File: src/hdl/ppta_pkg.sv
// ----------------------------------------------------------------------------
// ppta_pkg: shared types and constants for the priority token arbiter
// Sizes, null codes, operation, notice and grant codes, table write port type.
// ----------------------------------------------------------------------------
package ppta_pkg;

  localparam int unsigned NUM_CPUS  = 8;
  localparam int unsigned PRIO_BITS = 8;
  localparam int unsigned CPU_BITS  = 3;
  localparam int unsigned IDX_BITS  = (NUM_CPUS > 1) ? $clog2(NUM_CPUS) : 1;

  typedef logic [PRIO_BITS-1:0] prio_t;
  typedef logic [IDX_BITS-1:0]  idx_t;

  // all-ones priority means no request / empty token
  localparam prio_t PRIO_NONE  = {PRIO_BITS{1'b1}};
  localparam idx_t  OWNER_NONE = '0;

  // operation codes
  localparam logic OP_REQUEST = 1'b0;
  localparam logic OP_REVOKE  = 1'b1;

  // notice kinds
  localparam logic NOTE_PAUSE  = 1'b0;
  localparam logic NOTE_RESUME = 1'b1;

  // granted flag values
  localparam logic GRANT_NO  = 1'b0;
  localparam logic GRANT_YES = 1'b1;

  // table write port
  typedef struct packed {
    logic  we;
    idx_t  addr;
    prio_t data;
  } tbl_wr_t;

endpackage

File: src/hdl/preemptive_priority_token_arbiter.sv
// ----------------------------------------------------------------------------
// preemptive_priority_token_arbiter: fixed-priority preemptive token arbiter
// Sequencer around one shared comparator and the per-CPU request table.
// ----------------------------------------------------------------------------
// Usage:
//   A request is accepted on a rising edge with start high and busy low.
//   operation selects request (update priority) or revoke; requester and
//   priority_req give the CPU and its priority (0 best, all ones = none).
//   Exactly one result follows per request: done is high for one cycle and
//   granted, notify_valid, notify_target and notify_kind are valid then.
//   The receiver cannot stall; each result must be taken in its cycle.
// Timing:
//   A priority request or a revoke by a non-owner: done is registered in the
//   execute step (ST_EXEC). A revoke by the current owner then walks the
//   table in ST_SCAN with the shared comparator, one entry per cycle, and
//   done is registered at the last entry. busy is high from the accept until
//   done rises; the next request can be taken at the edge that ends the done
//   cycle.
// Reset:
//   rst (synchronous) empties the table and the token; no result pending.
// ----------------------------------------------------------------------------
module preemptive_priority_token_arbiter import ppta_pkg::*; (
  input  logic                 clk,
  input  logic                 rst,
  input  logic                 start,
  output logic                 busy,
  input  logic                 operation,
  input  logic [CPU_BITS-1:0]  requester,
  input  logic [PRIO_BITS-1:0] priority_req,
  output logic                 done,
  output logic                 granted,
  output logic                 notify_valid,
  output logic [CPU_BITS-1:0]  notify_target,
  output logic                 notify_kind
);

  typedef enum logic [2:0] {
    ST_IDLE = 3'b001,
    ST_EXEC = 3'b010,
    ST_SCAN = 3'b100
  } state_t;

  state_t state;

  // latched request
  logic                item_op;
  logic [CPU_BITS-1:0] item_cpu;
  prio_t               item_prio;

  // token state
  logic  owner_valid;
  idx_t  owner_index;
  prio_t token_priority;
  idx_t  scan_idx;

  // shared datapath
  tbl_wr_t tbl_wr;
  prio_t   tbl_rd;
  prio_t   cmp_a;
  logic    cmp_lt;
  logic    in_range;
  idx_t    item_idx;
  logic    is_owner;
  logic    scan_ov_next;
  idx_t    scan_oi_next;

  assign busy     = (state != ST_IDLE);
  assign in_range = ({1'b0, item_cpu} < (CPU_BITS+1)'(NUM_CPUS));
  assign item_idx = IDX_BITS'(item_cpu);
  assign is_owner = owner_valid && (owner_index == item_idx);

  // table write happens in the execute step only
  always_comb begin
    tbl_wr.we   = (state == ST_EXEC) && in_range;
    tbl_wr.addr = item_idx;
    tbl_wr.data = (item_op == OP_REVOKE) ? PRIO_NONE : item_prio;
  end

  ppta_table u_table (
    .clk   (clk),
    .rst   (rst),
    .wr    (tbl_wr),
    .raddr (scan_idx),
    .rdata (tbl_rd)
  );

  // comparator operand: new request in execute, table entry in scan
  assign cmp_a = (state == ST_SCAN) ? tbl_rd : item_prio;

  ppta_cmp u_cmp (
    .a  (cmp_a),
    .b  (token_priority),
    .lt (cmp_lt)
  );

  // owner after the current scan step
  assign scan_ov_next = owner_valid || cmp_lt;
  assign scan_oi_next = cmp_lt ? scan_idx : owner_index;

  // sequencer and token registers
  always_ff @(posedge clk) begin
    if (rst) begin
      state          <= ST_IDLE;
      done           <= 1'b0;
      owner_valid    <= 1'b0;
      owner_index    <= OWNER_NONE;
      token_priority <= PRIO_NONE;
      scan_idx       <= '0;
    end else begin
      done <= 1'b0;
      unique case (state)
        ST_IDLE: begin
          if (start) begin
            state <= ST_EXEC;
          end
        end
        ST_EXEC: begin
          if (in_range && item_op == OP_REQUEST && cmp_lt) begin
            owner_valid    <= 1'b1;
            owner_index    <= item_idx;
            token_priority <= item_prio;
          end
          if (in_range && item_op == OP_REVOKE && is_owner) begin
            // owner leaves: empty the token and search for a successor
            owner_valid    <= 1'b0;
            owner_index    <= OWNER_NONE;
            token_priority <= PRIO_NONE;
            scan_idx       <= '0;
            state          <= ST_SCAN;
          end else begin
            done  <= 1'b1;
            state <= ST_IDLE;
          end
        end
        ST_SCAN: begin
          if (cmp_lt) begin
            owner_valid    <= 1'b1;
            owner_index    <= scan_idx;
            token_priority <= tbl_rd;
          end
          if (scan_idx == IDX_BITS'(NUM_CPUS - 1)) begin
            done  <= 1'b1;
            state <= ST_IDLE;
          end else begin
            scan_idx <= scan_idx + 1'b1;
          end
        end
        default: begin
          state <= ST_IDLE;
        end
      endcase
    end
  end

  // request capture
  always_ff @(posedge clk) begin
    if (state == ST_IDLE && start) begin
      item_op   <= operation;
      item_cpu  <= requester;
      item_prio <= priority_req;
    end
  end

  // result registers
  always_ff @(posedge clk) begin
    if (state == ST_EXEC) begin
      granted       <= GRANT_NO;
      notify_valid  <= 1'b0;
      notify_target <= '0;
      notify_kind   <= NOTE_PAUSE;
      if (in_range && item_op == OP_REQUEST) begin
        granted <= (cmp_lt || is_owner) ? GRANT_YES : GRANT_NO;
        // preempted former owner gets a pause notice
        if (cmp_lt && owner_valid && owner_index != item_idx) begin
          notify_valid  <= 1'b1;
          notify_target <= CPU_BITS'(owner_index);
          notify_kind   <= NOTE_PAUSE;
        end
      end
    end else if (state == ST_SCAN && scan_idx == IDX_BITS'(NUM_CPUS - 1)) begin
      granted       <= GRANT_NO;
      notify_valid  <= scan_ov_next;
      notify_target <= scan_ov_next ? CPU_BITS'(scan_oi_next) : '0;
      notify_kind   <= scan_ov_next ? NOTE_RESUME : NOTE_PAUSE;
    end
  end

endmodule

File: src/hdl/ppta_cmp.sv
// ----------------------------------------------------------------------------
// ppta_cmp: shared priority comparator
// Strict less-than on two priorities, used for requests and for table scans.
// ----------------------------------------------------------------------------
module ppta_cmp import ppta_pkg::*; (
  input  prio_t a,
  input  prio_t b,
  output logic  lt
);

  // smaller value is the better priority
  assign lt = (a < b);

endmodule

File: src/hdl/ppta_table.sv
// ----------------------------------------------------------------------------
// ppta_table: per-CPU request priority table
// One write port, one read port; reset fills all entries with null priority.
// ----------------------------------------------------------------------------
module ppta_table import ppta_pkg::*; (
  input  logic    clk,
  input  logic    rst,
  input  tbl_wr_t wr,
  input  idx_t    raddr,
  output prio_t   rdata
);

  prio_t entry [NUM_CPUS];

  // write port
  always_ff @(posedge clk) begin
    if (rst) begin
      for (int i = 0; i < NUM_CPUS; i++) begin
        entry[i] <= PRIO_NONE;
      end
    end else if (wr.we) begin
      entry[wr.addr] <= wr.data;
    end
  end

  // read port
  assign rdata = entry[raddr];

endmodule
File: config.mk
export PLATFORM = sky130hd
export DESIGN_NAME = preemptive_priority_token_arbiter
export DESIGN_NICKNAME = d
export VERILOG_FILES = /design/src/hdl/ppta_pkg.sv /design/src/hdl/preemptive_priority_token_arbiter.sv /design/src/hdl/ppta_cmp.sv /design/src/hdl/ppta_table.sv
export SDC_FILE = /design/constraint.sdc
export NUM_CORES = 1
export LEC_CHECK = 0
export ABC_AREA = 0
export BUFFER_PORTS_ARGS = -buffer_cell sky130_fd_sc_hd__buf_2
export CORE_UTILIZATION = 44
export CTS_CLUSTER_DIAMETER = 100
export DETAILED_ROUTE_END_ITERATION = 8
export PLACE_DENSITY_LB_ADDON = 0.08
export SLEW_MARGIN = 10
export SYNTH_ARGS = -nofsm -noshare
export SYNTH_HDL_FRONTEND = slang
export SYNTH_SLANG_ARGS = --single-unit
File: constraint.sdc
create_clock -name clk -period 3.4 [get_ports clk]
set_input_delay 0.17 -clock clk [delete_from_list [all_inputs] [get_ports clk]]
set_output_delay 0.17 -clock clk [all_outputs]
set_load 0.1 [all_outputs]
Yosys cells after proc, flatten, opt, wreduce, memory -nomap -nowiden
Memory sizes are Yosys's and may differ from the RTL's. A register that Yosys moved wholly into a read port is not among the register bits.
Index checks and enable logic that the tools add are counted.
{"block": "op_classes", "n_addsub": 1, "n_mul": 0, "n_div": 0, "magnitude_cmp": 1, "eq_ne": 13, "shifts": 0, "n_mux": 48, "bitwise_logic": 1, "reduce_logical": 16}
{"op": "$mux 3", "n": 16}
{"op": "$mux 8", "n": 6}
{"op": "$mux 1", "n": 20}
{"op": "$pmux 8 s2", "n": 1}
{"op": "$pmux 3 s2", "n": 2}
{"op": "$pmux 3 s3", "n": 1}
{"op": "$lt 8x8->1", "n": 1}
{"op": "$ne 2x2->1 const B", "n": 4}
{"op": "$reduce_or 8->1", "n": 1}
{"op": "$logic_and 1x1->1", "n": 7}
{"op": "$eq 3x3->1 const B", "n": 2}
{"op": "$ne 3x1->1 const B", "n": 2}
{"op": "$reduce_and 3->1", "n": 2}
{"op": "$pmux 1 s2", "n": 2}
{"op": "$reduce_and 2->1", "n": 2}
{"op": "$reduce_bool 2->1", "n": 2}
{"op": "$add 3x1->3 const B", "n": 1}
{"op": "$eq 3x1->1 const B", "n": 1}
{"op": "$eq 3x2->1 const B", "n": 1}
{"op": "$eq 3x3->1", "n": 1}
{"op": "$ne 3x3->1", "n": 1}
{"op": "$logic_or 1x1->1", "n": 2}
{"op": "$ne 2x1->1 const B", "n": 1}
{"op": "$not 1->1", "n": 1}
{"block": "word_totals", "register_bits": 37, "latch_bits": 0, "ram_bits": 64, "rom_bits": 0, "inputBits": 15, "output_inout_bits": 8, "elab_cells": 94, "memories": 1}
{"memory": "u_table.entry", "depth": 8, "width": 8, "rd": 1, "rd_clocked_by_memory_dff": 1, "write_ports": 8, "line": "ppta_table.sv:13", "text": "prio_t entry [NUM_CPUS];"}

Depth between registers and ports, before layout
{"block": "logic_depth", "word_depth": 8, "mapped_depth": 13, "ltp_nobuf": 10}

Modules after synthesis
From an unflattened synthesis, not the netlist that was laid out.
{"block": "hier_totals", "hier_cells": 393, "hier_area_um2": 5107.4}
{"mod": "ppta_table", "instances": 1, "cells_per_inst": 186, "area_per_inst_um2": 3118.0, "seq_area_each_um2": 1921.8}
{"mod": "preemptive_priority_token_arbiter", "instances": 1, "cells_per_inst": 182, "area_per_inst_um2": 1813.0, "seq_area_each_um2": 910.9}
{"mod": "ppta_cmp", "instances": 1, "cells_per_inst": 25, "area_per_inst_um2": 176.4, "seq_area_each_um2": 0.0}

Least setup slack after synthesis
Ideal clock, no wire load.
{"block": "synth_path", "kind": "reg2reg", "startpoint": "register (tool-made name)", "endpoint": "register notify_target[0] (data pin)", "setup_ns": 0.256, "arrival_ns": 2.973, "required_ns": 3.144, "slack_ns": 0.170, "path_stages_with_launch": 13, "n_path_buf": 3, "synth_period_minus_slack_ns": 3.230, "path_cell_list": "dfxtp_1 -> clkbuf_1 -> clkbuf_1 -> mux4_2 -> mux2i_1 -> o21ai_0 -> ha_1 -> nand4_1 -> a2111oi_4 -> or2_1 -> buf_6 -> nor2_1 -> a22o_1"}
{"item": "end signal, assigned", "line": "preemptive_priority_token_arbiter.sv:176", "text": "notify_target <= CPU_BITS'(owner_index);"}
{"item": "end signal, assigned", "line": "preemptive_priority_token_arbiter.sv:183", "text": "notify_target <= scan_ov_next ? CPU_BITS'(scan_oi_next) : '0;"}
{"item": "end, declared", "line": "preemptive_priority_token_arbiter.sv:33", "text": "output logic [CPU_BITS-1:0] notify_target,"}

==> metrics.txt <==
status completed; drt first pass iters 5; clock sinks 104; Leak 1.73 nW; number of remaining DRC errors 0; Slew @ Worst Pin 0.826 ns; CP Capture Type register; share of layout cells above drive strength 1 20.6%; synth cell count leaders 87 x nand2_1, 81 x edfxtp_1, 41 x nor2_1; Non-Filler Instances 582; antenna diode instance count 0; skew final 0.0136 ns; Die Area 11200 sq um; Hold Path Sink state[1]; WL final 11300 um; Net Switching 0.601 mW; largest net degree at the start of global routing 22; post-route minimum period 3.27 ns; startpoint types register; initial core utilization 45.7%; final setup fails 0; Worst Hold Class in2reg; Sequential Power Share 60.4%; final setup margin 0.132 ns; DR vias/cell 5.48; total number of vias 3189; hold depth 3; switch share 25.9%; clock latency on the worst-skew pair 0.38 ns; vias in the first global route 3096; highest clock rate 306 MHz; worst r2r path cells 11; Int Pwr 1.72 mW; Slew headroom 44.7%; Die H 106 um; overall global routing resource usage 21.3%; Slowest-stage cell, CP mux4_1; WL/cell 19.4 um; # IOs 23; Clock Path Buffers 2; Die Width 106 um; delay of the slowest critical-path stage 0.58 ns; H-tree levels 3; initial antenna violation count 0; VDD IR max 0.222 mV; Num CTS Buffers 9; Hold Fails Final Rpt 0; DP Worst Slack 0.0377 ns; floorplan core area 10400 sq um; crit path kind reg2reg; P&R area growth vs syn 15.9%; Antenna Nets Post-Route 0; dominant cells by area after synthesis edfxtp_1 51%, dfxtp_1 9.7%, nand2_1 6.9%; Syn Nets 414; post-placement cell count 553; worst-path fanout max 11; Yosys reg bits 104; crit path DAT 3.40 ns; Yosys warning count 0; Synth Instances 390; total of max-cap violations 0; Final nets 465; post-synthesis sequential area ratio 60.8%; PortBufs 22; number of fill cells 922; RD Place Congestion 0.861; hpwl dp 7880 um; CTS tree built; RSZ-0062 raised after global routing yes; Util after Layout 53.0%; Netlist cell types 47; GR Overflow Total 0; Clock transition at path regs 0.11 ns; R2R setup slack 0.13 ns; Cell Chain, Critical Path buf_12, mux4_1, mux2i_1, o21ai_0, ha_1, nand2b_1, o32ai_2, a2111oi_4, or2_4, mux2i_2, a22o_1; proportion of netlist area held by the largest area contributor 51.1%; Comb power frac 6.0%; post-route clock period utilization 96.1%; Post-synth EDFFs 81; PwrDens 420 nW/um^2; Placement Rows 37; Reg2Reg Capture Point notify_target[0]; fin. max-slew vios 0; Main synth FF type edfxtp_1; cell accounting for the most synthesized area edfxtp_1; Cell Area, Synth 4760 sq um; first-iteration detailed-routing DRC count 169; clock power share 33.6%; HP Start start; count leader, synth nand2_1; first-pass GRT wire length 17300 um; Mapped Avg Cell Area 12.2 sq um; WP data required 3.53 ns; Post-synth ARST share 0%; cell chosen for the clock root clkbuf_8
-- per-stage QoR --
stage	hold slack, ns	setup TNS (ns)	power, mW	cell area [sq um]
6_report	0.0815	0	2.32	5520
3_3_place_gp	0.348	0	1.56	5170
2_1_floorplan	0.269	0	1.50	4760
5_1_grt	0.0772	-0.00744	2.39	5520
3_5_place_dp	0.349	0	1.56	5170
4_1_cts	0.0655	0	2.33	5490
-- flip-flops by register name (all words and copies together) (netlist names), named ones only --
signal          count
scan_idx            3
u_table.entry      64
owner_index         3
item_op             1
item_prio           8
token_priority      8
granted             1
notify_valid        1
owner_valid         1
done                1
state               3
item_cpu            3
notify_kind         1
notify_target       3
-- layer usage --
metal | wire length [um] | track usage (%) | part of all wire (%) | vias up
met1 | 5280 | 28.4 | 47 | 1575
met4 | 184 | 7.24 | 1.6 | 0
met3 | 424 | 4.41 | 3.8 | 15
li1 | - | - | - | 1518
met5 | 0 | 0 | 0 | -
met2 | 5400 | 34.7 | 48 | 81
-- power groups by stage --
stage	Sequential (mW)	Clock, mW	Combinational (mW)
final	1.40	0.779	0.139
after detailed placement	1.43	0	0.128
after global routing	1.40	0.835	0.153
after floorplan	1.42	0	0.0782
after CTS	1.40	0.796	0.139
after global placement	1.43	0	0.126
-- worst max-delay path, delay by kind of cell (launching register included) --
kind | cells | cell delay (ns)
compound gates | 4 | 0.82
flops | 1 | 0.37
simple gates | 2 | 0.45
fa+ha+maj | 1 | 0.26
buf+inv | 1 | 0.17
mux | 3 | 0.96
-- worst max-delay path by stage --
| stage | to | cells past startpoint |
|---|---|---|
| global route | owner_index[1] | 11 |
| finish | notify_target[0] | 11 |
| floorplan | notify_target[0] | 12 |
| global placement | owner_index[2] | 11 |
| detailed placement | notify_target[0] | 10 |
| CTS | notify_target[0] | 10 |
-- placed cells by master, fill, tap and decap left out, types with 2 or more instances in the layout --
cell / synthesis / final
nand2_1: 87 / 87
edfxtp_1: 81 / 81
nor2_1: 41 / 41
dfxtp_1: 23 / 23
buf_2: 2 / 22
buf_4: 1 / 19
o21ai_0: 16 / 15
mux4_2: 13 / 13
mux2i_1: 14 / 13
inv_1: 12 / 12
dlygate4sd3_1: 0 / 12
nor3_1: 9 / 9
ha_1: 9 / 9
clkbuf_8: 0 / 9
a21oi_1: 7 / 6
nand3_1: 6 / 6
a31oi_1: 4 / 4
buf_12: 0 / 4
mux4_1: 3 / 3
o21ai_1: 3 / 3
nand2b_1: 3 / 3
xnor2_1: 3 / 3
a22o_1: 3 / 3
or2_2: 3 / 3
a22oi_1: 3 / 3
a311oi_1: 3 / 3
inv_6: 0 / 3
mux2i_2: 1 / 2
nand4_1: 2 / 2
nor3_2: 2 / 2
or3_1: 2 / 2
and2_1: 2 / 2
o31ai_1: 2 / 2
inv_8: 0 / 2
-- layout make-up --
type                    instances  area (sq um)  area share (%)
flip-flops and latches        104          2890            52.4
multi-input cells             257          1760            31.9
repair buffers                 57           453            8.21
well taps                     136           170            3.08
clock buffers                   9           124            2.25
clock inverters                 7          72.6            1.32
inverters                      12          45.0           0.817
-- logic make-up after synthesis --
group	Yosys count	share of synthesized area, %
AO/OA/AOI/OAI	50	7.31
flip-flops	104	60.8
multiplexers	32	11.5
XOR/XNOR	3	0.552
AND/OR/NAND/NOR	163	14.7
buffers and inverters	29	2.73
adder cells (fa/ha/maj)	9	2.37
-- repair_timing --
item | CTS | global route
hold buffers | 12 | 0
gates resized for setup | 0 | 7
endpoints found under the setup margin | 0 | 15
endpoints found under the hold margin | 12 | 0
buffers inserted | 0 | 1
Note: power is estimated with default switching activity, not from simulation.
